$ cat src/rtl/sdspi_pkg.sv
//------------------------------------------------------------------------------
// sdspi_pkg
// Shared types and constants for the SPI-mode SD command engine.
//------------------------------------------------------------------------------
`default_nettype none

package sdspi_pkg;

	// Frame and gap lengths, in SPI bit-times
	localparam int GAP_CLOCKS = 8;
	localparam int FRAME_BITS = 48;
	localparam int CNT_W      = 6;   // holds FRAME_BITS and any GAP_CLOCKS up to 32

	// Item action codes
	localparam logic ACT_TICK  = 1'b0;
	localparam logic ACT_START = 1'b1;

	// Response kinds
	localparam logic [1:0] KIND_R1  = 2'd0;
	localparam logic [1:0] KIND_R1B = 2'd1;
	localparam logic [1:0] KIND_R2  = 2'd2;

	// Frame constants
	localparam logic [1:0] CMD_PREFIX = 2'b01;   // start bit 0, transmission bit 1
	localparam logic [7:0] CRC_CMD0   = 8'h95;
	localparam logic [7:0] CRC_NONE   = 8'hFF;
	localparam logic [7:0] BYTE_IDLE  = 8'hFF;
	localparam logic [7:0] BYTE_ZERO  = 8'h00;
	localparam logic [7:0] R1_UPPER   = 8'hFF;

	// Input and output item widths
	localparam int IN_DATA_W  = 48;
	localparam int OUT_DATA_W = 24;

	typedef enum logic [2:0] {
		PH_IDLE = 3'd0,
		PH_CMD  = 3'd1,
		PH_GAP1 = 3'd2,
		PH_R1   = 3'd3,
		PH_BUSY = 3'd4,
		PH_R2   = 3'd5,
		PH_GAP2 = 3'd6
	} phase_t;

	typedef struct packed {
		logic        action;
		logic [5:0]  cmd_index;
		logic [31:0] cmd_arg;
		logic [1:0]  resp_kind;
		logic        hold_select;
		logic        miso_bit;
	} item_t;

	typedef struct packed {
		logic        select_n;
		logic        mosi_bit;
		logic        clock_pulse;
		logic        busy_res;
		logic        done_res;
		logic [15:0] response;
		logic        start_refused;
	} result_t;

endpackage

`default_nettype wire

$ cat src/rtl/sd_spi_command_engine.sv
//------------------------------------------------------------------------------
// sd_spi_command_engine
// SPI-mode SD command engine: one SPI bit-time per input item, R1/R1b/R2.
//------------------------------------------------------------------------------
//  channel   direction  payload                                   handshake
//  s_*       in         tuser: action; tdata: command fields       tvalid/tready
//  m_*       out        tdata: line levels, status, response       tvalid/tready
//
// Each input item is processed at the accepting edge: the transaction state
// updates and the result lands in the output register, so one
// item per clock is sustained while the consumer keeps m_tready high.
// The output register is the only stage: s_tready is high when it is empty
// or being emptied in the same cycle, so a stalled result holds the input.
// Reset (arst_n low) returns to idle with chip select released.
//------------------------------------------------------------------------------
`default_nettype none

module sd_spi_command_engine (
	input  wire logic        clk,
	input  wire logic        arst_n,
	// s_tuser: [0] action
	input  wire logic        s_tvalid,
	output logic             s_tready,
	input  wire logic [0:0]  s_tuser,
	// s_tdata: [5:0] cmd_index, [37:6] cmd_arg, [39:38] resp_kind,
	//          [40] hold_select, [41] miso_bit, [47:42] zero
	input  wire logic [sdspi_pkg::IN_DATA_W-1:0] s_tdata,
	// m_tdata: [0] select_n, [1] mosi_bit, [2] clock_pulse, [3] busy_res,
	//          [4] done_res, [20:5] response, [21] start_refused, [23:22] zero
	output logic             m_tvalid,
	input  wire logic        m_tready,
	output logic [sdspi_pkg::OUT_DATA_W-1:0] m_tdata
);

	sdspi_pkg::item_t   item;
	sdspi_pkg::result_t res_d, res_q;
	logic               accept;
	logic               room;

	// unpack the input item
	assign item.action      = s_tuser[0];
	assign item.cmd_index   = s_tdata[5:0];
	assign item.cmd_arg     = s_tdata[37:6];
	assign item.resp_kind   = s_tdata[39:38];
	assign item.hold_select = s_tdata[40];
	assign item.miso_bit    = s_tdata[41];

	assign s_tready = room;
	assign accept   = s_tvalid && room;

	sdspi_core u_core (
		.clk     (clk),
		.arst_n  (arst_n),
		.advance (accept),
		.item    (item),
		.res     (res_d)
	);

	sdspi_out_reg u_out (
		.clk    (clk),
		.arst_n (arst_n),
		.load   (accept),
		.res_d  (res_d),
		.take   (m_tready),
		.room   (room),
		.valid  (m_tvalid),
		.res_q  (res_q)
	);

	// pack the result item, highest field first
	assign m_tdata = {2'b00, res_q.start_refused, res_q.response, res_q.done_res,
		res_q.busy_res, res_q.clock_pulse, res_q.mosi_bit, res_q.select_n};

endmodule

`default_nettype wire

$ cat src/rtl/sdspi_core.sv
//------------------------------------------------------------------------------
// sdspi_core
// Transaction state and per-item next-state logic of the command engine.
//------------------------------------------------------------------------------
`default_nettype none

module sdspi_core (
	input  wire logic              clk,
	input  wire logic              arst_n,
	input  wire logic              advance,
	input  wire sdspi_pkg::item_t  item,
	output sdspi_pkg::result_t     res
);

	sdspi_pkg::phase_t              phase_q, phase_d;
	logic [sdspi_pkg::CNT_W-1:0]    bit_count_q, bit_count_d, cnt_inc;
	logic [47:0]                    out_shift_q, out_shift_d;
	logic [15:0]                    in_shift_q, in_shift_d, in_next;
	logic [1:0]                     kind_q, kind_d;
	logic                           hold_q, hold_d;
	logic                           sel_q, sel_d;
	logic [15:0]                    resp_held_q, resp_held_d;
	logic                           do_release;
	logic [7:0]                     crc;

	always_comb begin
		phase_d     = phase_q;
		bit_count_d = bit_count_q;
		out_shift_d = out_shift_q;
		in_shift_d  = in_shift_q;
		kind_d      = kind_q;
		hold_d      = hold_q;
		sel_d       = sel_q;
		resp_held_d = resp_held_q;
		do_release  = 1'b0;
		cnt_inc     = bit_count_q + sdspi_pkg::CNT_W'(1);
		in_next     = {in_shift_q[14:0], item.miso_bit};
		crc         = (item.cmd_index == 6'd0) ? sdspi_pkg::CRC_CMD0 : sdspi_pkg::CRC_NONE;

		res               = '0;
		res.select_n      = sel_q;
		res.mosi_bit      = 1'b1;

		if (item.action == sdspi_pkg::ACT_START) begin
			if (phase_q != sdspi_pkg::PH_IDLE) begin
				res.start_refused = 1'b1;
			end else begin
				out_shift_d  = {sdspi_pkg::CMD_PREFIX, item.cmd_index, item.cmd_arg, crc};
				kind_d       = item.resp_kind;
				hold_d       = item.hold_select;
				bit_count_d  = '0;
				in_shift_d   = '0;
				sel_d        = 1'b0;
				res.select_n = 1'b0;
				phase_d      = sdspi_pkg::PH_CMD;
			end
		end else begin
			unique case (phase_q)
				sdspi_pkg::PH_IDLE: begin
				end
				sdspi_pkg::PH_CMD: begin
					res.clock_pulse = 1'b1;
					res.mosi_bit    = out_shift_q[47];
					out_shift_d     = {out_shift_q[46:0], 1'b0};
					bit_count_d     = cnt_inc;
					if (cnt_inc >= sdspi_pkg::CNT_W'(sdspi_pkg::FRAME_BITS)) begin
						bit_count_d = '0;
						phase_d     = sdspi_pkg::PH_GAP1;
					end
				end
				sdspi_pkg::PH_GAP1: begin
					res.clock_pulse = 1'b1;
					bit_count_d     = cnt_inc;
					if (cnt_inc >= sdspi_pkg::CNT_W'(sdspi_pkg::GAP_CLOCKS)) begin
						bit_count_d = '0;
						in_shift_d  = '0;
						if (kind_q == sdspi_pkg::KIND_R1 || kind_q == sdspi_pkg::KIND_R1B) begin
							phase_d = sdspi_pkg::PH_R1;
						end else if (kind_q == sdspi_pkg::KIND_R2) begin
							phase_d = sdspi_pkg::PH_R2;
						end else begin
							// unknown kind: skip the read, report zero
							resp_held_d = '0;
							do_release  = 1'b1;
						end
					end
				end
				sdspi_pkg::PH_R2: begin
					res.clock_pulse = 1'b1;
					in_shift_d      = in_next;
					bit_count_d     = cnt_inc;
					if (cnt_inc >= sdspi_pkg::CNT_W'(16)) begin
						resp_held_d = in_next;
						do_release  = 1'b1;
					end
				end
				sdspi_pkg::PH_R1, sdspi_pkg::PH_BUSY: begin
					res.clock_pulse = 1'b1;
					in_shift_d      = in_next;
					bit_count_d     = cnt_inc;
					if (cnt_inc >= sdspi_pkg::CNT_W'(8)) begin
						bit_count_d = '0;
						in_shift_d  = '0;
						if (phase_q == sdspi_pkg::PH_R1) begin
							if (in_next[7:0] != sdspi_pkg::BYTE_IDLE) begin
								resp_held_d = {sdspi_pkg::R1_UPPER, in_next[7:0]};
								if (kind_q == sdspi_pkg::KIND_R1B)
									phase_d = sdspi_pkg::PH_BUSY;
								else
									do_release = 1'b1;
							end
						end else if (in_next[7:0] != sdspi_pkg::BYTE_ZERO) begin
							do_release = 1'b1;
						end
					end
				end
				sdspi_pkg::PH_GAP2: begin
					res.clock_pulse = 1'b1;
					bit_count_d     = cnt_inc;
					if (cnt_inc >= sdspi_pkg::CNT_W'(sdspi_pkg::GAP_CLOCKS)) begin
						bit_count_d  = '0;
						res.done_res = 1'b1;
						res.response = resp_held_q;
						phase_d      = sdspi_pkg::PH_IDLE;
					end
				end
				default: begin
					phase_d = sdspi_pkg::PH_IDLE;
				end
			endcase
		end

		if (do_release) begin
			if (!hold_q)
				sel_d = 1'b1;
			bit_count_d = '0;
			phase_d     = sdspi_pkg::PH_GAP2;
		end

		res.busy_res = (phase_d != sdspi_pkg::PH_IDLE);
	end

	always_ff @(posedge clk or negedge arst_n) begin
		if (!arst_n) begin
			phase_q     <= sdspi_pkg::PH_IDLE;
			bit_count_q <= '0;
			out_shift_q <= '0;
			in_shift_q  <= '0;
			kind_q      <= '0;
			hold_q      <= 1'b0;
			sel_q       <= 1'b1;
			resp_held_q <= '0;
		end else if (advance) begin
			phase_q     <= phase_d;
			bit_count_q <= bit_count_d;
			out_shift_q <= out_shift_d;
			in_shift_q  <= in_shift_d;
			kind_q      <= kind_d;
			hold_q      <= hold_d;
			sel_q       <= sel_d;
			resp_held_q <= resp_held_d;
		end
	end

endmodule

`default_nettype wire

$ cat src/rtl/sdspi_out_reg.sv
//------------------------------------------------------------------------------
// sdspi_out_reg
// Result register on the master side; frees itself as the item is taken.
//------------------------------------------------------------------------------
`default_nettype none

module sdspi_out_reg (
	input  wire logic               clk,
	input  wire logic               arst_n,
	input  wire logic               load,
	input  wire sdspi_pkg::result_t res_d,
	input  wire logic               take,
	output logic                    room,
	output logic                    valid,
	output sdspi_pkg::result_t      res_q
);

	logic valid_q;

	assign room  = !valid_q || take;
	assign valid = valid_q;

	always_ff @(posedge clk or negedge arst_n) begin
		if (!arst_n) begin
			valid_q <= 1'b0;
		end else if (load) begin
			valid_q <= 1'b1;
		end else if (take) begin
			valid_q <= 1'b0;
		end
	end

	always_ff @(posedge clk) begin
		if (load)
			res_q <= res_d;
	end

endmodule

`default_nettype wire
$ cat config.mk
export PLATFORM = sky130hd
export DESIGN_NAME = sd_spi_command_engine
export DESIGN_NICKNAME = d
export VERILOG_FILES = /design/src/rtl/sdspi_pkg.sv /design/src/rtl/sd_spi_command_engine.sv /design/src/rtl/sdspi_core.sv /design/src/rtl/sdspi_out_reg.sv
export SDC_FILE = /design/constraint.sdc
export NUM_CORES = 1
export LEC_CHECK = 0
export BUFFER_PORTS_ARGS = -buffer_cell sky130_fd_sc_hd__buf_2
export CAP_MARGIN = 10
export CORE_MARGIN = 5
export CORE_UTILIZATION = 44
export DETAILED_ROUTE_END_ITERATION = 10
export GPL_TIMING_DRIVEN = 0
export PLACE_DENSITY = 0.61
export SYNTH_ARGS = -nofsm -noshare
export SYNTH_HDL_FRONTEND = slang
export SYNTH_SLANG_ARGS = --single-unit
$ cat constraint.sdc
create_clock -name clk -period 5.65 [get_ports clk]
set_input_delay 0.2825 -clock clk [delete_from_list [all_inputs] [get_ports clk]]
set_output_delay 0.2825 -clock clk [all_outputs]
set_load 0.01 [all_outputs]
### Word level (Yosys, flattened, before mapping)

Index checks and enable logic that the tools add are counted.

| storage, ports and cells | value |
|---|---|
| flip-flop bits (word level) | 115 |
| logic and storage cells | 127 |

| operators by class | value |
|---|---|
| $add $sub $neg | 1 |
| order comparisons | 3 |
| eq/ne operators | 19 |
| muxes and demuxes | 56 |
| bitwise operators | 5 |
| reductions and logical operators | 27 |

Operators with widths:

| kind | number |
|---|---|
| 48-bit 2-to-1 mux | 3 |
| 16-bit 2-to-1 mux | 7 |
| 15-bit 2-to-1 mux | 4 |
| 16-bit case mux with 3 select lines | 1 |
| 15-bit case mux with 3 select lines | 1 |
| 3-bit 2-to-1 mux | 12 |
| 6-bit 2-to-1 mux | 5 |
| 1-bit 2-to-1 mux | 18 |
| 6-bit case mux with 3 select lines | 1 |
| 17-bit 2-to-1 mux | 1 |
| 3-bit case mux with 5 select lines | 1 |
| 2-bit by 1-bit != test with 1-bit output, second input constant | 5 |
| 10-bit AND reduction | 1 |
| 3-bit == test, second input constant | 3 |
| 3-bit AND reduction | 3 |
| 3-bit nonzero test | 3 |
| 8-bit != test, second input constant | 1 |
| 8-bit nonzero test | 1 |
| 2-bit OR reduction | 4 |
| 7-bit 2-to-1 mux | 1 |
| 6-bit by 1-bit adder with 6-bit output, second input constant | 1 |
| 3-bit by 2-bit == test with 1-bit output, second input constant | 2 |
| 6-bit by 4-bit greater-or-equal comparator with 1-bit output, second input constant | 1 |
| 6-bit by 5-bit greater-or-equal comparator with 1-bit output, second input constant | 1 |
| 21 further kinds | 30 |

### Logic depth before layout (Yosys ltp)

Gate-level depths: netlist of run 1.

| logic depth | value |
|---|---|
| depth in word-level cells | 9 |
| gate-level depth with buffers | 9 |
| depth with buffers taken out | 7 |

### Cells and area by module

Synthesis of run 1 repeated with hierarchy kept, for this count alone.

| unflattened totals | value |
|---|---|
| cell total of the unflattened synthesis | 542 |
| area, all modules | 5691.7 um^2 |

By module, submodules not included:

| module | instances | cells an instance | area each (um^2) | sequential area each (um^2) |
|---|---|---|---|---|
| sdspi_core | 1 | 513 | 4958.5 | 2303.5 |
| sdspi_out_reg | 1 | 25 | 708.2 | 685.7 |
| sd_spi_command_engine | 1 | 4 | 25.0 | 0.0 |

### Worst setup path before layout of run 1

No wires, ideal clock.

| timing path | value |
|---|---|
| path type | register to register |
| start | reg u_core.bit_count_q[0] (netlist bit) |
| end | reg u_out.res_q[18] (netlist name) |
| library setup time | 0.272 ns |
| arrival | 2.171 ns |
| required time | 5.378 ns |
| setup slack | 3.208 ns |
| cell stages (with the launch flop) | 9 |
| path buffers | 1 |
| cell sequence | dfrtp_1 -> ha_1 -> a211oi_2 -> o21ai_2 -> and2_4 -> buf_6 -> a31o_1 -> a22o_1 -> or4b_1 |

RTL lines:

| item | line | RTL |
|---|---|---|
| start, declared | sdspi_core.sv:16 | `logic [sdspi_pkg::CNT_W-1:0] bit_count_q, bit_count_d, cnt_inc;` |
| start signal, assigned | sdspi_core.sv:155 | `bit_count_q <= bit_count_d;` |

### Final worst setup path of run 1

| timing path | value |
|---|---|
| start | reg u_core.bit_count_q[0] (netlist bit) |
| end | reg u_out.res_q[15] (netlist name) |

| between the ends | value |
|---|---|
| longest elaborated chain between the ends | 4 |

Ends and longest elaborated chain:

| item | line | RTL |
|---|---|---|
| 6-bit by 1-bit adder with 6-bit output | sdspi_core.sv:36 | `cnt_inc = bit_count_q + sdspi_pkg::CNT_W'(1);` |
| 6-bit by 4-bit greater-or-equal comparator with 1-bit output | sdspi_core.sv:120 | `if (cnt_inc >= sdspi_pkg::CNT_W'(sdspi_pkg::GAP_CLOCKS)) begin` |
| 1-bit inverter (no source line) | - |  |
| 3-bit OR reduction (no source line) | - |  |

Every way passes these cells.
A chain may end at the register's enable or synchronous reset.

==> results.cfg, run 1 <==
[routing]
vias_per_cell = 5.170
totalWireLength_um = 12290
post_drt_wl_per_cell_um = 15.32
ant_nets = 0
drtPass1Iterations = 4
dr_total_vias = 4146
drtIter0Drc = 211
drc = 0

[outcome]
status = finished, final reports clean

[clock_tree]
cts_setup_buffers = 0
cts_sinks = 115
clkLatencyLatePin_ps = 410
cts_buffer_depth = 2
clkTransAtPathRegs_ps = 50
numCtsBuffers = 17
h-tree-depth = 4
cts_tree = built
cts_root_buf = clkbuf_16

[layout]
area_growth_pct = 21.24
fillCellCount = 1116
finish.net_count = 675
finalNonFillerCells = 802
multi_input_area_mm2 = 0.002258
design_area_mm2 = 0.006663
drive_above_1_share_pct = 20.19
regArea_mm2 = 0.002989
diodes = 0

[critical_path]
slowest_stage = nor4_2
endpoint_kind = flop
critPathMaxFanout = 10
crit_arrival_ps = 3220
cp_cell_sequence = ha_1 > and4_1 > o21ai_2 > nand2_1 > nor4_2 > clkbuf_1 > and2_1
cp_num_buf_inv = 1
path_delay_family = simple AND/OR/NAND/NOR gates
required_ps = 5920
start_kind = flop
criticalPathCategory = flop to flop
slowest_delay_ps = 660

[power_and_ir_drop]
switching_share_pct = 31.23
vdd_drop_max_uv = 307.8
powerDensity_mw_per_mm2 = 462.3
clockPowerShare_pct = 33.3
p_switching_uw = 962.0
p_comb_share_pct = 24.3
pwr-share-seq_pct = 42.4
finalPower_uw = 3080
p_leak_uw = 0.003145
p_int_uw = 2118

[sta]
tightest_slew_ps = 839.2
layout_min_cycle_time_ps = 2950
rsz0062_at_grt = false
finalSetupViolCount = 0
fin_crit_sh_pct = 52.21
hold_viol_final = 0
tns_ps = 0
maxSlewViolCount = 0
slew_headroom_pct = 44.00
holdWs_ps = 86.39
fmax_ghz = 0.3390
worst_clock_skew_ps = 11.14

[logic_synthesis]
ys.flop_type = dfrtp_1
ys_top_cells_by_area = dfrtp_1, edfxtp_1, mux2i_1
synth_most_common_cell = dfrtp_1
ys_seq_elements = 115
netlist_area_mm2 = 0.005495
synth_area_per_cell_um2 = 10.37
synth_cells = 530
post_synth_num_cell_types = 62
yosysTopAreaCell = dfrtp_1
ys_top_cells_by_count = dfrtp_1, nand2_1, o21ai_0, mux2i_1, edfxtp_1
synth_top_area_share_pct = 41.89
yosysSeqAreaShare_pct = 54.39
synthArstFlopShare_pct = 80.87
synth_edf_count = 22
ys_warn_count = 0

[placed_design]
io_buffers = 69
place_hpwl_um = 8576
dpl.cell_count = 769
placed_area_mm2 = 0.006085
gp_congestion = 0.9397

[global_routing]
track_usage_pct = 17.25
grt_pass1_wl_um = 20250
antenna_found_initial = 0
grt_max_degree = 48
grt_pass1_vias = 4073
grt_overflow = 0

[floorplan]
io_pins = 79
row_count = 40
die_y_um = 121.8
start_util_pct = 45.37
die_x_um = 121.8
core_mm2 = 0.01211
dieArea_mm2 = 0.01482

[job]
cap_viol_max_count = 0

[worst_hold_path]
hold_class = primary input to flop
## area by class of cell
class	count	share of cell area (%)
Clock inverter	5	1.127
Clock buffer	27	7.399
Inverter	21	1.183
Buffer	35	2.592
Tap cell	168	3.155
Sequential cell	115	44.86
Timing Repair Buffer	71	5.784
Multi-Input combinational cell	360	33.90
## power by group through the flow
stage	sequential [µW]	clock, µW	combinational (µW)
floorplan	1270	0	556
global placement	1300	0	727
detailed placement	1310	0	752
CTS	1310	1050	755
global route	1350	1090	852
finish	1310	1020	748
## through the flow
step	util (%)	setup WS, ps
after global placement	49.99	2739
after CTS	55.01	2625
after floorplan	-	3208
final	55.01	2700
after detailed placement	50.24	2671
after global routing	55.01	2350
## worst register-to-register path, cell delays in order, from the launching register on
cell	delay, ps
dfrtp_1	480
ha_1	330
and4_1	220
o21ai_2	280
nand2_1	260
nor4_2	660
clkbuf_1	380
and2_1	200
## path summary, 6_finish.rpt
kind                                        from                endpoint  slack (ps)  cells after the start
max                        u_core.bit_count_q[0]         u_out.res_q[15]        2700                      7
min                                     s_tvalid             u_out.valid          90                      2
max reg2reg                u_core.bit_count_q[0]         u_out.res_q[15]        2700                      7
min reg2reg                        u_core.hold_q            u_core.sel_q         430                      1
max in group asynchronous                 arst_n            u_core.sel_q        4500                      3
min in group asynchronous                 arst_n  u_core.out_shift_q[23]         430                      2
## cells in the final DEF, fill, tap and decap left out, types with 4 or more instances in the layout
cell	n
a211oi_1	5
o21ai_1	5
a22o_1	17
and2_1	17
nor3_1	7
inv_1	20
mux2i_1	54
a31oi_1	4
buf_2	80
clkbuf_16	17
buf_4	4
nand2b_1	9
edfxtp_1	22
o21ai_0	63
dfrtp_1	92
nand2_1	77
a21oi_1	18
nand3_1	7
clkbuf_1	23
nor2_1	18
## layer usage
metal	vias up	wire, µm	track usage, %
li1	2060	-	-
met1	1961	5718	22.83
met4	0	136	5.672
met2	114	5669	27.07
met3	11	761	5.339
met5	-	0	0
## registers in the layout (all words and copies together), names as in the netlist
| name | flops |
|---|---|
| u_out.res_q | 22 |
| u_core.out_shift_q | 48 |
| u_core.in_shift_q | 15 |
| u_core.phase_q | 3 |
| u_core.resp_held_q | 16 |
| u_core.hold_q | 1 |
| u_core.kind_q | 2 |
| u_core.bit_count_q | 6 |
| u_core.sel_q | 1 |
| u_out.valid | 1 |
## cells by family after synthesis
group / Yosys count / synth area share, %
AND/OR/NAND/NOR: 159 / 14.23
multiplexers: 57 / 10.45
other: 1 / 0.06824
AO/OA/AOI/OAI: 139 / 15.73
XOR/XNOR: 2 / 0.3188
buffers and inverters: 56 / 4.576
adder cells (fa/ha/maj): 1 / 0.2277
flip-flops: 115 / 54.39
## repair_timing
item | in CTS | in global routing
resized for setup | 0 | 0
hold buffers | 1 | 0
hold endpoints to repair | 46 | 0
Note: power is estimated with default switching activity, not from simulation.
==> run 2, diff against run 1 <==
--- a/config.mk
+++ b/config.mk
@@ -5,6 +5,7 @@
 export SDC_FILE = /design/constraint.sdc
 export NUM_CORES = 1
 export LEC_CHECK = 0
+export ABC_AREA = 1
 export BUFFER_PORTS_ARGS = -buffer_cell sky130_fd_sc_hd__buf_2
 export CAP_MARGIN = 10
 export CORE_MARGIN = 5
==> constraint.sdc (replaced) <==
create_clock -name clk -period 3.1 [get_ports clk]
set_input_delay 0.155 -clock clk [delete_from_list [all_inputs] [get_ports clk]]
set_output_delay 0.155 -clock clk [all_outputs]
set_load 0.01 [all_outputs]
==> results.cfg, run 2 <==
[logic_synthesis]
synth_most_common_cell = nand2_1
yosysSeqAreaShare_pct = 53.93
ys.flop_type = dfrtp_1
netlist_area_mm2 = 0.005543
synth_top_area_share_pct = 41.53
ys_top_cells_by_count = nand2_1, nor2_1, dfrtp_1, inv_1, a31oi_1
yosysTopAreaCell = dfrtp_1
ys_warn_count = 0
synthArstFlopShare_pct = 80.87
synth_cells = 662
post_synth_num_cell_types = 37
synth_edf_count = 22
ys_top_cells_by_area = dfrtp_1, nand2_1, edfxtp_1
ys_seq_elements = 115
synth_area_per_cell_um2 = 8.373

[sta]
layout_min_cycle_time_ps = 2603
holdWs_ps = 13.58
rsz0062_at_grt = false
fin_crit_sh_pct = 83.98
finalSetupViolCount = 0
fin_ws_ps = 496.6
worst_clock_skew_ps = 7.694
fmax_ghz = 0.3841
maxSlewViolCount = 0
slew_headroom_pct = 32.00
hold_viol_final = 0
tightest_slew_ps = 1019
tns_ps = 0

[critical_path]
endpoint_kind = flop
reg2reg_depth = 8
r2r-start = u_out.valid
start_kind = flop
cp_cell_sequence = nand2_1 > nand2_1 > inv_1 > nand2_1 > nand2_2 > buf_4 > buf_2 > a31oi_1
criticalPathCategory = flop to flop
slowest_delay_ps = 830
cp_num_buf_inv = 3
reg2reg_setup_slack_ps = 500
crit_arrival_ps = 2890
critPathMaxFanout = 26
required_ps = 3380
path_delay_family = buffers and inverters
crit_path_frequent_cell = nand2_1
r2r-end = u_core.out_shift_q[38]
slowest_stage = inv_1

[clock_tree]
cts_sinks = 115
clkLatencyLatePin_ps = 420
clkTransAtPathRegs_ps = 50
numCtsBuffers = 17
cts_setup_buffers = 0
postCtsResizedCells = 0
cts_buffer_depth = 2
cts_root_buf = clkbuf_16
h-tree-depth = 4
cts_tree = built
postCtsHoldBufs = 29

[layout]
final_util_pct = 55.64
drive_above_1_share_pct = 20.50
area_growth_pct = 25.12
regMostFlops = u_core.out_shift_q
largest_reg_flops = 48
final_cell_mix = nand2_1, nor2_1, dfrtp_1, buf_2, inv_1
diodes = 0
fillCellCount = 1179
final_common_cell = nand2_1
regArea_mm2 = 0.002989
multi_input_area_mm2 = 0.002151
finish.net_count = 836
reg_top3 = u_core.out_shift_q x48, u_out.res_q x22, u_core.resp_held_q x16

[routing]
drtIter0Drc = 340
drc = 0
route.met3.wl_um = 600
dr_total_vias = 4748
ant_nets = 0
drtPass1Iterations = 5
wl_met2_um = 6331
totalWireLength_um = 12870
m1WireLength_um = 5752
post_drt_wl_per_cell_um = 13.31
vias_per_cell = 4.910
top_layer = met4

[power_and_ir_drop]
powerDensity_mw_per_mm2 = 765.0
pwr-share-seq_pct = 42.3
p_comb_share_pct = 26.4
vdd_drop_max_uv = 393.5
p_switching_uw = 1765
p_int_uw = 3541
clockPowerShare_pct = 31.3
switching_share_pct = 33.27
finalPower_uw = 5305
p_leak_uw = 0.003275

[worst_hold_path]
whs_path_depth = 3
hold_class = primary input to flop
holdPathEnd = u_core.out_shift_q[35]
min_from = s_tdata[33]

[floorplan]
core_mm2 = 0.01247
row_count = 41
die_x_um = 122.2
start_util_pct = 44.46
die_y_um = 122.2
io_pins = 79
dieArea_mm2 = 0.01494

[placed_design]
gp_congestion = 0.8707
place_hpwl_um = 9250
io_buffers = 70
pre_cts_ws_ps = 441.9

[global_routing]
antenna_found_initial = 0
track_usage_pct = 18.68
grt_overflow = 0
grt_pass1_vias = 4694
grt_max_degree = 62
grt_pass1_wl_um = 22060

[outcome]
status = finished, final reports clean

[job]
cap_viol_max_count = 0
run 2: worst max path at each step:
stage                start                      to  slack, ps  cells after the start
2_1_floorplan  u_out.valid  u_core.out_shift_q[10]       1000                      8
3_3_place_gp   u_out.valid  u_core.out_shift_q[13]        530                      8
3_5_place_dp   u_out.valid  u_core.out_shift_q[13]        440                      8
4_1_cts        u_out.valid  u_core.out_shift_q[10]        430                      8
5_1_grt        u_out.valid  u_core.out_shift_q[13]        220                      8
6_report       u_out.valid  u_core.out_shift_q[38]        500                      8
run 2: final cells by class:
type | instances | area share [%]
Timing Repair Buffer | 100 | 9.670
Buffer | 33 | 2.670
Multi-Input combinational cell | 456 | 31.01
Clock buffer | 19 | 6.242
Clock inverter | 13 | 1.010
Sequential cell | 115 | 43.10
Inverter | 59 | 3.193
Tap cell | 172 | 3.103
run 2: cells by family (layout without fill, tap and decap cells):
logic type / Yosys count / in the layout / share of synthesized area, %
other: 1 / 2 / 0.06766
and+or+nand+nor: 340 / 340 / 26.16
xor gates and xnor gates: 1 / 1 / 0.1580
AOI/OAI and AO/OA: 112 / 112 / 12.12
DFF: 115 / 115 / 53.93
adders and majority gates: 1 / 1 / 0.2257
buffers and inverters: 92 / 224 / 7.336
run 2: power by group through the flow:
stage | Sequential [µW] | Clock (µW) | Combinational (µW)
after floorplan | 2210 | 0 | 1030
after global placement | 2240 | 0 | 1340
after detailed placement | 2260 | 0 | 1380
after CTS | 2250 | 1690 | 1410
after global routing | 2300 | 1760 | 1630
final | 2240 | 1660 | 1400
run 2: worst reg2reg max path: cells and delay by family (launching register included):
| family | cells | cell delay (ps) |
|---|---|---|
| compound gates | 1 | 120 |
| buf+inv | 3 | 1270 |
| flops | 1 | 380 |
| simple gates | 4 | 710 |
run 2: metal layers:
layer	up-vias	global-route usage [%]
met5	-	0
li1	2392	-
met3	16	4.470
met2	121	31.84
met4	0	6.228
met1	2219	23.40
run 2: through the flow:
step / cell area (µm²) / cells
2_1_floorplan: 5547 / 663
3_3_place_gp: 6112 / 905
3_5_place_dp: 6142 / 906
4_1_cts: 6935 / 967
5_1_grt: 6935 / 967
6_report: 6935 / 967
==> run 3, diff against run 2 <==
==> constraint.sdc (replaced) <==
create_clock -name clk -period 2.7 [get_ports clk]
set_input_delay 0.135 -clock clk [delete_from_list [all_inputs] [get_ports clk]]
set_output_delay 0.135 -clock clk [all_outputs]
set_load 0.01 [all_outputs]
==> results.cfg, run 3 (synthesized netlist as in run 2, its figures left out) <==
[floorplan]
dieArea_mm2 = 0.01494
io_pins = 79
row_count = 41
die_x_um = 122.2
die_y_um = 122.2
start_util_pct = 44.46
core_mm2 = 0.01247

[power_and_ir_drop]
p_leak_uw = 0.003323
finalPower_uw = 6110
vdd_drop_max_uv = 452.7
powerDensity_mw_per_mm2 = 863.7

[global_routing]
grt_overflow = 0
track_usage_pct = 19.00
antenna_found_initial = 0
grt_pass1_vias = 4758
grt_pass1_wl_um = 22430
grt_max_degree = 62

[clock_tree]
numCtsBuffers = 17
h-tree-depth = 4
cts_root_buf = clkbuf_16
cts_buffer_depth = 2
cts_sinks = 115
clkLatencyLatePin_ps = 410
clkTransAtPathRegs_ps = 50
cts_tree = built
cts_setup_buffers = 0

[critical_path]
critPathMaxFanout = 13
required_ps = 3030
cp_num_buf_inv = 3
criticalPathCategory = flop to flop
slowest_stage = clkinvlp_4
crit_path_frequent_cell = nand2_1
path_delay_family = buffers and inverters
start_kind = flop
reg2reg_depth = 8
slowest_delay_ps = 490
reg2reg_setup_slack_ps = 390
r2r-start = u_out.valid
r2r-end = u_core.out_shift_q[38]
endpoint_kind = flop
cp_cell_sequence = nand2_1 > nand2_1 > clkinvlp_4 > nand2_1 > nand2_2 > buf_4 > buf_2 > a31oi_1
crit_arrival_ps = 2640

[sta]
hold_viol_final = 0
tns_ps = 0
worst_clock_skew_ps = 6.538
finalSetupViolCount = 0
fin_crit_sh_pct = 85.38
rsz0062_at_grt = false
maxSlewViolCount = 0
tightest_slew_ps = 742.9
fin_ws_ps = 394.8
slew_headroom_pct = 50.20
fmax_ghz = 0.4338
layout_min_cycle_time_ps = 2305

[routing]
ant_nets = 0
dr_total_vias = 4810
totalWireLength_um = 13220
drc = 0
drtPass1Iterations = 5
post_drt_wl_per_cell_um = 13.48
drtIter0Drc = 331
vias_per_cell = 4.903

[layout]
reg_top3 = u_core.out_shift_q x48, u_out.res_q x22, u_core.resp_held_q x16
drive_above_1_share_pct = 20.40
finish.net_count = 850
regMostFlops = u_core.out_shift_q
fillCellCount = 1156
diodes = 0
design_area_mm2 = 0.007074
final_cell_mix = nand2_1, nor2_1, dfrtp_1, buf_2, inv_1
regArea_mm2 = 0.002989
largest_reg_flops = 48
area_growth_pct = 27.63
multi_input_area_mm2 = 0.002151
final_util_pct = 56.75
final_common_cell = nand2_1

[placed_design]
place_hpwl_um = 9250
gp_congestion = 0.8707
placed_area_mm2 = 0.006142
pre_cts_ws_ps = 41.92
io_buffers = 70

[worst_hold_path]
holdPathEnd = u_out.valid
whs_path_depth = 4
hold_class = primary input to flop
min_from = m_tready

[outcome]
status = finished, final reports clean

[job]
cap_viol_max_count = 0
[run 3: worst max path at each step]
stage,start,endpoint,slack [ps],cells after the start
5_1_grt,u_out.valid,u_core.out_shift_q[29],190,8
2_1_floorplan,u_out.valid,u_core.out_shift_q[10],600,8
4_1_cts,u_out.valid,u_core.out_shift_q[10],30,8
6_report,u_out.valid,u_core.out_shift_q[38],390,8
3_5_place_dp,u_out.valid,u_core.out_shift_q[13],40,8
3_3_place_gp,u_out.valid,u_core.out_shift_q[13],130,8
[run 3: through the flow]
step           hold WS [ps]  instances
4_1_cts               10.33        980
5_1_grt               36.04        981
6_report              30.35        981
3_3_place_gp          348.8        905
2_1_floorplan        -160.6        663
3_5_place_dp          116.1        906
[run 3: repair_timing]
item	4_1_cts	5_1_grt
gates resized for setup	0	1
hold buffers	42	0
setup endpoints to repair	0	48
endpoints found under the hold margin	73	0
[run 3: layout make-up]
type / instances / share of cell area [%]
plain buffers: 33 / 2.618
clock buffers: 19 / 6.120
clock inverters: 13 / 0.9904
inverters: 59 / 3.184
multi-input cells: 456 / 30.40
flip-flops and latches: 115 / 42.25
well taps: 172 / 3.042
repair buffers: 113 / 11.32
repair inverters: 1 / 0.07075
[run 3: per-layer routing]
metal  track usage (%)  vias up  wire, µm
li1                  -     2421         -
met1             23.58     2256      5901
met2             32.74      118      6568
met3             4.470       15       550
met4             6.228        0       200
met5                 0        -         0
[run 3: worst min-delay path, delay by kind of cell]
family                 cells  cell delay (ps)
buffers and inverters      2              100
AND/OR/NAND/NOR            2              150
[run 3: where the power goes]
part           switching [µW]  internal (µW)  total [µW]
combinational             996            633        1630
clock                     762           1140        1910
sequential                275           2300        2580
